$ cat config.mk
export PLATFORM = sky130hd
export DESIGN_NAME = lfstr_front
export DESIGN_NICKNAME = d
export VERILOG_FILES = /design/src/hdl/lfstr_front.sv
export SDC_FILE = /design/constraint.sdc
export NUM_CORES = 1
export LEC_CHECK = 0
export BUFFER_PORTS_ARGS = -buffer_cell sky130_fd_sc_hd__buf_4
export CAP_MARGIN = 25
export CORE_MARGIN = 3
export CORE_UTILIZATION = 42
export DETAILED_ROUTE_END_ITERATION = 8
export PLACE_DENSITY = 0.76
export SYNTH_ARGS = -nofsm -noshare
export SYNTH_HDL_FRONTEND = slang
export SYNTH_SLANG_ARGS = --single-unit
export TNS_END_PERCENT = 20
$ cat constraint.sdc
create_clock -name clk_i -period 2.2 [get_ports clk_i]
set_input_delay 0.44 -clock clk_i [delete_from_list [all_inputs] [get_ports clk_i]]
set_output_delay 0.44 -clock clk_i [all_outputs]
set_load 0.01 [all_outputs]
$ cat src/hdl/lfstr_front.sv
`default_nettype none

module lfstr_front #(
  parameter int VALUE_BITS = 12
) (
  input  wire logic                  clk_i,
  input  wire logic                  rst_ni,
  input  wire logic                  cfg_valid_i,
  input  wire logic [VALUE_BITS-1:0] cfg_step_i,
  input  wire logic [VALUE_BITS-1:0] value_i,
  output logic      [VALUE_BITS-1:0] pred_idx_o,
  output logic                       pred_ok_o,
  output logic      [VALUE_BITS-1:0] val_idx_o
);

  logic [VALUE_BITS-1:0] step_q;
  logic [VALUE_BITS:0]   diff;

  always_ff @(posedge clk_i or negedge rst_ni) begin
    if (!rst_ni) begin
      step_q <= VALUE_BITS'(1);
    end else if (cfg_valid_i) begin
      step_q <= cfg_step_i;
    end
  end

  // sign-extended difference, one guard bit catches overflow
  assign diff = {value_i[VALUE_BITS-1], value_i} - {step_q[VALUE_BITS-1], step_q};

  assign pred_ok_o  = (diff[VALUE_BITS] == diff[VALUE_BITS-1]);
  // offset binary: flip the sign bit
  assign pred_idx_o = {~diff[VALUE_BITS-1], diff[VALUE_BITS-2:0]};
  assign val_idx_o  = {~value_i[VALUE_BITS-1], value_i[VALUE_BITS-2:0]};

endmodule

`default_nettype wire

# Word-level counts from Yosys, hierarchy flattened
# Index checks and enable logic that the tools add are counted.
classes:
  add_sub_neg: 1
  multipliers: 0
  n_div: 0
  magnitude_cmp: 0
  n_eq_ne: 1
  shift: 0
  n_mux: 0
  n_bitwise: 2
  reduce_logical: 0
ops:
  columns: ["operator", "n"]
  rows:
  - ["12-bit by 12-bit subtractor with 13-bit output", 1]
  - ["1-bit inverter", 2]
  - ["1-bit == test", 1]
totals:
  reg_bits: 12
  latch_bits: 0
  ramBits: 0
  romBits: 0
  in_bits: 27
  output_inout_bits: 25
  n_memories: 0

# Logic depth before layout (Yosys ltp)
logic_depth:
  ltp_word: 2
  depth_mapped: 9

# Worst setup path before layout
# Ideal clock, no wire load.
synth_path:
  path_type: "flip-flop to output port"
  startpoint: "register step_q[0]"
  endpoint: "output port pred_ok_o"
  t_arrival_ns: 1.943
  t_required_ns: 1.760
  slack_ns: -0.183
  path_stages_with_launch: 9
  n_path_buf: 0
  path_cell_list: "dfstp_2 -> ha_1 -> inv_1 -> fa_1 -> a21o_1 -> a21oi_1 -> a21boi_0 -> a21oi_1 -> xor2_1"
synth_via:
  elab_chain_cells: 2
synth_rtl:
  columns: ["item", "line", "text"]
  rows:
  - ["start, declared", "16", "logic [VALUE_BITS-1:0] step_q;"]
  - ["start signal, assigned", "23", "step_q <= cfg_step_i;"]
  - ["12-bit by 12-bit subtractor with 13-bit output", "28", "assign diff = {value_i[VALUE_BITS-1], value_i} - {step_q[VALUE_BITS-1], step_q};"]
  - ["1-bit == test", "30", "assign pred_ok_o = (diff[VALUE_BITS] == diff[VALUE_BITS-1]);"]
  - ["end, declared", "12", "output logic pred_ok_o,"]
# No other way between the ends.

# Final worst setup path
# Same ends and word-level chain as after synthesis.

==> flow_summary.ini <==
[sta]
max_freq_mhz = 363.0
drv_slew = 0
tightest_slew_ps = 258.7
setup_viol = 10
relSlewSlack = 0.8272
period_share = 1.252
worst_slack_ps = -554.5
min_period_ps = 2754
rsz0062_at_grt = true
clock_skew_ps = 0
finalHoldViolations = 0

[pwr]
power.density_mw_per_mm2 = 586.8
power_mw = 0.9956
vdd_ir_drop_max_mv = 0.4986
p_leak_nw = 0.8633

[die]
start_util = 0.4439
pin_count = 52
die_h_um = 57.41
core_mm2 = 0.002500
die_area_mm2 = 0.003295
die_w_um = 57.41
num_rows = 18

[synth]
synth_cell_types = 32
synth.area.top_cells = dfrtp_1, ha_1, buf_4
synth_top_area_frac = 0.2480
synthArstFlopShare = 1.000
yosysSeqAreaShare = 0.2717
netlist_instances = 133
yosysWarnings = 0
synthesis.nets = 173
synth_area_mm2 = 0.001110
yosys_register_bits = 12
synth-edff-count = 0
ys.flop_type = dfrtp_1
postSynthAreaPerCell_um2 = 8.344
synth_largest_area_cell = dfrtp_1

[placement]
hpwlAfterDp_um = 2447
io_buffers = 51
dp.cells = 220
gp_congestion = 0.7881
post-place-ws_ps = -385.9

[layout]
largest_reg_flops = 12
top_regs = step_q (12)
stdcell_count = 228
layout.nets = 239
antenna_cells = 0
post-route-util = 0.6787
drive_above_1_share = 0.4798
regMostFlops = step_q
nFillCells = 196
synthToLayoutAreaGrowth_pct = 52.88

[detailed_routing]
wl_per_cell_um = 12.91
routed_wl_um = 2943
vias_per_cell = 5.039
vias = 1149
drt_iter0_markers = 26
drt-pass1-iter-count = 5
drc_errors = 0
ant_nets = 0

[global_route]
grt_pass1_vias = 1150
track_usage = 0.1767
grt_pass1_wl_um = 4754
grt_max_degree = 24
overflow = 0
grt_antenna_before_repair = 0

[setup_path]
worstSetupPathType = flip-flop to output pin
endpoint_kind = output pin
start_kind = flip-flop
worstPathArrival_ps = 2310
path_max_fanout = 3
required_ps = 1760

[worst_hold_path]
min_path_type = input port to flip-flop

[clock_tree]
numCtsBuffers = 3
cts_htree_levels = 1
cts.sinks = 12
clock-root-buffer = clkbuf_4
clk_pin_slew_ps = 70
tritoncts = done
clockBufferDepth = 2
worstSkewPairLatency_ps = 260

[flow_run]
maxCapViolations = 0

[status]
violations = negative setup slack
status = finished, violations left
[cell usage after synthesis, drive strengths merged (2+ instances only)]
cell type	n
nor2	7
inv	16
xor2	4
o21ai	18
dfrtp	11
a211oi	3
xnor2	6
ha	12
a21oi	9
o21a	3
clkbuf	2
nand2	15
and3	2
buf	11
[cell usage in the layout, fill, tap and decap left out, drive strengths merged, types with 2 or more instances in the layout]
| master | instances |
|---|---|
| xnor2 | 6 |
| a21oi | 9 |
| nand2 | 15 |
| o21a | 3 |
| o21ai | 18 |
| buf | 73 |
| and3 | 2 |
| clkbuf | 4 |
| xor2 | 4 |
| dfrtp | 11 |
| ha | 12 |
| inv | 16 |
| a211oi | 3 |
| nor2 | 7 |
[routing by layer]
layer	global-route usage	share of wire
met5	0	0
met2	0.3387	0.54
met1	0.2075	0.39
met3	0.02489	0.063
met4	0.02980	0.0051
[per-stage QoR]
step / setup TNS [ps] / hold slack [ps] / cell area (um^2)
floorplan: -185.2 / 144.4 / 1116
global placement: -1569 / 283.1 / 1589
detailed placement: -1829 / 288.4 / 1589
CTS: -3274 / 378.1 / 1667
global route: -4566 / 372.7 / 1697
finish: -3438 / 384.3 / 1697
[critical path: stages, from the launching register on]
cell,delay [ps]
dfstp_2,550
ha_4,130
inv_2,30
fa_2,340
a21o_1,240
a21oi_2,190
a21boi_2,90
a21oi_2,150
xor2_1,170
buf_4,140
[cell families after synthesis]
kind of cell	after synthesis	share of synthesized area
fa+ha+maj	13	0.1533
compound gates	41	0.2435
xor+xnor	10	0.07891
mux	1	0.01015
simple gates	27	0.1071
buf+inv	29	0.1353
flops	12	0.2717
[path summary, 6_finish.rpt]
kind                                       startpoint                    end  slack [ps]  cells after the start
worst max-delay path            step_q[0]$_DFFE_PN1P_              pred_ok_o        -550                      9
worst min-delay path                    cfg_step_i[7]  step_q[7]$_DFFE_PN0P_         380                      3
worst min register to register  step_q[6]$_DFFE_PN0P_  step_q[6]$_DFFE_PN0P_         550                      2
min in group asynchronous                      rst_ni  step_q[2]$_DFFE_PN0P_         550                      2
worst max register to register  step_q[1]$_DFFE_PN0P_  step_q[1]$_DFFE_PN0P_        1380                      3
max in group asynchronous                      rst_ni  step_q[0]$_DFFE_PN1P_        1420                      2
[power by group]
part / total, mW / internal [mW] / leakage [nW] / switching [mW]
sequential: 0.248 / 0.242 / 0.144 / 0.00663
combinational: 0.576 / 0.309 / 0.698 / 0.268
clock: 0.171 / 0.100 / 0.0210 / 0.0708
total: 0.996 / 0.651 / 0.863 / 0.345
[layout make-up]
cell class / instances / area [um^2] / area share
tap: 30 / 37.54 / 0.02212
multi-input combinational: 92 / 703.2 / 0.4145
inverter: 16 / 60.06 / 0.03540
sequential: 12 / 301.5 / 0.1777
clock buffer: 4 / 36.28 / 0.02139
timing repair buffer: 74 / 558.0 / 0.3289
[repair_timing]
action	in CTS	in global routing
hold endpoints to repair	11	0
setup endpoints to repair	10	11
hold buffers	1	0
gates resized for setup	4	4
setup buffers	2	1
pin swaps	5	5
No activity file was read; power rests on OpenSTA's default activity.
