## src/hdl/lfstr_fifo.sv

```systemverilog
`default_nettype none

module lfstr_fifo #(
  parameter int WIDTH = 8
) (
  input  wire logic             clk_i,
  input  wire logic             rst_ni,
  input  wire logic             push_i,
  input  wire logic [WIDTH-1:0] push_data_i,
  output logic                  full_o,
  output logic                  head_valid_o,
  output logic      [WIDTH-1:0] head_data_o,
  input  wire logic             pop_i
);

  logic [WIDTH-1:0] slot_q [2];
  logic             wr_ptr_q, rd_ptr_q;
  logic [1:0]       cnt_q;
  logic             do_push, do_pop;

  assign full_o       = (cnt_q == 2'd2);
  assign head_valid_o = (cnt_q != 2'd0);
  assign head_data_o  = slot_q[rd_ptr_q];
  assign do_push      = push_i && !full_o;
  assign do_pop       = pop_i && head_valid_o;

  always_ff @(posedge clk_i or negedge rst_ni) begin
    if (!rst_ni) begin
      wr_ptr_q <= 1'b0;
      rd_ptr_q <= 1'b0;
      cnt_q    <= 2'd0;
    end else begin
      if (do_push) begin
        wr_ptr_q <= ~wr_ptr_q;
      end
      if (do_pop) begin
        rd_ptr_q <= ~rd_ptr_q;
      end
      cnt_q <= cnt_q + {1'b0, do_push} - {1'b0, do_pop};
    end
  end

  always_ff @(posedge clk_i) begin
    if (do_push) begin
      slot_q[wr_ptr_q] <= push_data_i;
    end
  end

endmodule

`default_nettype wire

```

## config.mk

```make
export PLATFORM = sky130hd
export DESIGN_NAME = lfstr_fifo
export DESIGN_NICKNAME = d
export VERILOG_FILES = /design/src/hdl/lfstr_fifo.sv
export SDC_FILE = /design/constraint.sdc
export NUM_CORES = 1
export LEC_CHECK = 0
export BUFFER_PORTS_ARGS = -buffer_cell sky130_fd_sc_hd__buf_2
export CORE_MARGIN = 2
export CORE_UTILIZATION = 52
export DETAILED_ROUTE_END_ITERATION = 16
export GPL_ROUTABILITY_DRIVEN = 0
export GPL_TIMING_DRIVEN = 0
export PLACE_DENSITY = 0.82
export REMOVE_ABC_BUFFERS = 1
export SLEW_MARGIN = 10
export SYNTH_ARGS = -nofsm -noshare
export SYNTH_HDL_FRONTEND = slang
export SYNTH_SLANG_ARGS = --single-unit
```

## constraint.sdc

```tcl
create_clock -name clk_i -period 5.2 [get_ports clk_i]
set_clock_uncertainty 0.2 [all_clocks]
set_input_delay 0.26 -clock clk_i [delete_from_list [all_inputs] [get_ports clk_i]]
set_output_delay 0.26 -clock clk_i [all_outputs]
set_load 0.02 [all_outputs]
```

Word level (Yosys, flattened, before mapping)
Memories as Yosys holds them, arrays and structs flattened. Index checks and enable logic that the tools add are counted.

Flip-flop bits (word level): 4. Bits in latches: 0. RAM bits: 16. Bits in read-only memories: 0. Input bits: 12. Output and inout bits: 10. Logic and storage cells: 15. Memories kept: 1.

Memory list: slot_q (words 2, bits a word 8, rd ports 1, clocked after Yosys merged registers in 0, write ports 1, line 16) `logic [WIDTH-1:0] slot_q [2];`.

Add/subtract/negate cells: 2. Multiply operators: 0. Divide/modulo/power cells: 0. $lt $le $gt $ge: 0. Equal/unequal tests: 1. Shifts and indexed selects: 0. Mux-type cells: 2. Bitwise gates (word level): 2. Reduce and logical (&&, ||, !) cells: 4.

Operators with widths (number): adder 2 x 1 -> 2 bit (1); equality test 2 bit (second input constant) (1); logical AND 1 bit (2); 2-to-1 mux 1 bit (2); NOT 1 bit (2); nonzero test 2 bit (1); subtractor 2 x 1 -> 2 bit (1); zero test 1 bit (1).

Depth between registers and ports, before layout
Depth after elaboration: 5. Gate-level depth with buffers: 7. Gate-level depth less buffers: 7.

Least setup slack after synthesis
Ideal clock, no wire load.

Path type: register to register. From: reg cnt_q[1]. To: reg cnt_q[1]. Setup time: 0.123 ns. Arrival: 1.543 ns. Data required time: 4.877 ns. Setup slack: 3.334 ns. Cell stages (with the launch flop): 8. Path buffers: 0. Period minus slack after synthesis: 1.866 ns. Path through: dfrtp_1 > or2_4 > and2_4 > ha_1 > inv_1 > ha_1 > xnor2_1 > xnor2_1.

Elaborated cells between the ends (all ways): 7. Classes of those cells: add/sub: 2; eq/ne: 1; reduce/logical: 4.

RTL lines: start: declaration (line 18) `logic [1:0] cnt_q;`; start signal: assignment (line 39) `cnt_q <= cnt_q + {1'b0, do_push} - {1'b0, do_pop};`; nonzero test 2 bit (line 22) `assign head_valid_o = (cnt_q != 2'd0);`; named net head_valid_o (line 11) `output logic head_valid_o,`; logical AND 1 bit (line 25) `assign do_pop = pop_i && head_valid_o;`; named net do_pop (line 19) `logic do_push, do_pop;`; subtractor 2 x 1 -> 2 bit (line 39).

The timed path passes the listed nets, and every way through them passes these cells. A chain may end at the register's enable or synchronous reset.

Worst setup path after layout
From: reg cnt_q[1]. To: reg cnt_q[1].

Elaborated cells between the ends (all ways): 7. Classes of those cells: add/sub: 2; eq/ne: 1; reduce/logical: 4.

RTL lines (line): nonzero test 2 bit (22); logical AND 1 bit (25); named net do_pop (19); subtractor 2 x 1 -> 2 bit (39).

The timed path passes the listed nets, and every way through them passes these cells.

==> impl_metrics.ini <==
[sta]
rsz0062_at_grt = no
slew_headroom = 0.543
worst_hold_slack_ps = 58.4
fmax_mhz = 533
setup_viol = 0
tightest_slew_ps = 684
fin_ws_ps = 3320
finalSetupTns_ps = 0
final_max_slew_viol_count = 0
finalHoldViolCount = 0
min_period_ps = 1880
finalCritPeriodShare = 0.361

[placed_design]
port_buffers = 21
preCtsSetupSlack_ps = 3330
dpl.hpwl_um = 801

[clocking]
cts_tree = done
cts_resized = 0
cts.sinks = 20
clockRootBuffer = clkbuf_4
cts_buffers = 3
clock_latency_ps = 290
clockBufferDepth = 2
cts.htree.levels = 1
cts_setup_buffers = 0
clkSlewWorstSetupHoldPaths_ps = 110
hold_buffers = 9

[route]
drc = 0
via_count = 447
dr.pass1.iters = 3
drtAntennaViolNets = 0
vias_per_cell = 4.91
drt_iter0_markers = 6
routed_wl_um = 1260
wire_per_inst_um = 13.8

[final_layout]
fillers = 85
final_cell_mix = buf_2 (21), edfxtp_1 (16), dlygate4sd3_1 (9)
antenna_cells = 0
area_delta_synth_final_pct = 30.1
nets = 91
layout_commonest_cell = buf_2
drive_above_1_share = 0.447

[worst_setup_path]
arrival_ps = 1910
critPathLaunchType = register
end_kind = register
critical_path_class = register to register
required_ps = 5230
crit_fanout = 3

[grt]
grt_max_degree = 12
grt_use_total = 0.155
grt_pass1_vias = 444
antenna_found_initial = 0
grt_pass1_wl_um = 2050
overflow = 0

[power_and_ir_drop]
clockPowerShare = 0.143
switching_power_w = 0.000183
pwr-share-comb = 0.382
seq_power_share = 0.475
peakVddDrop_v = 0.000356
p_leak_nw = 0.422
p_per_area_mw_per_mm2 = 525
p_int_w = 0.000350
p_sw_frac = 0.343

[logic_synthesis]
synthDistinctLibCells = 14
synthCells = 43
syn_area_sq_um = 781
ys_seq_area_frac = 0.744
avgSynthCellArea_sq_um = 18.2
synth_warnings = 0
ys_ff_latch = 20

[run]
maxCapViolations = 0

[die]
die_area_sq_mm = 0.00183
core_sq_mm = 0.00135
die_x_um = 42.8
start_util = 0.578
core.rowCount = 13
ios = 22
die_h_um = 42.8

[run_status]
status = finished clean

[min_path]
min_path_type = input port to register
-- routing by layer --
layer  GRT usage  share of wire
met1       0.199           0.44
met5           0              0
met4      0.0563         0.0064
met3      0.0255          0.043
met2       0.264           0.51
-- Yosys cell counts --
cell type,number,share of area
and2_4,1,0.011
and3_1,1,0.0080
buf_2,1,0.0064
dfrtp_1,4,0.13
edfxtp_1,16,0.62
ha_1,2,0.032
inv_1,2,0.0096
mux2_2,8,0.12
nand2_1,1,0.0048
nand2b_1,1,0.0080
nor2_1,1,0.0048
or2_4,1,0.011
xnor2_1,3,0.034
xor2_1,1,0.011
-- logic make-up after synthesis --
| kind of cell | after synthesis | share of synthesized area |
|---|---|---|
| flip-flops | 20 | 0.744 |
| multiplexers | 8 | 0.115 |
| AND/OR/NAND/NOR | 6 | 0.0481 |
| XOR/XNOR | 4 | 0.0449 |
| buffers and inverters | 3 | 0.0160 |
| adder cells (fa/ha/maj) | 2 | 0.0320 |
-- per-stage QoR --
step                      instance area, sq um  power, W  cells   util
final                                     1020  0.000533     91  0.753
after global routing                      1020  0.000565     91  0.753
after CTS                                 1020  0.000535     91  0.753
after detailed placement                   900  0.000458     78  0.666
after global placement                     900  0.000451     78  0.666
after floorplan                            776  0.000400     42      -
-- registers in the layout (all words and copies together) (netlist names) --
name / flops
slot_q: 16
cnt_q: 2
rd_ptr_q: 1
wr_ptr_q: 1
-- cell type report --
cell class	instances	area (sq um)	area share
well taps	15	18.8	0.0185
clock buffers	4	26.3	0.0259
multi-input cells	20	188	0.185
inverters	2	7.51	0.00739
flip-flops and latches	20	581	0.571
repair buffers	30	195	0.192
-- power groups by stage --
stage	clock network [W]	registers [W]	logic, W
2_1_floorplan	0	0.000249	0.000151
3_3_place_gp	0	0.000255	0.000197
3_5_place_dp	0	0.000256	0.000202
4_1_cts	0.0000746	0.000253	0.000207
5_1_grt	0.0000833	0.000260	0.000222
6_report	0.0000760	0.000253	0.000204
-- worst paths after layout --
check / start / to / slack [ps] / cells after the start
setup / recovery: cnt_q[1] / cnt_q[1] / 3320 / 7
max in group asynchronous: rst_ni / wr_ptr_q / 4600 / 2
setup reg to reg: cnt_q[1] / cnt_q[1] / 3320 / 7
hold / removal: pop_i / rd_ptr_q / 60 / 3
min in group asynchronous: rst_ni / cnt_q[0] / 80 / 2
hold reg to reg: wr_ptr_q / wr_ptr_q / 300 / 1
-- worst max-delay path: stages, from the launching register on --
cell	delay [ps]
dfrtp_1	430
or2_4	260
and2_4	160
ha_1	260
inv_1	40
ha_1	170
xnor2_1	160
xnor2_1	130
Note: power is estimated with default switching activity, not from simulation.
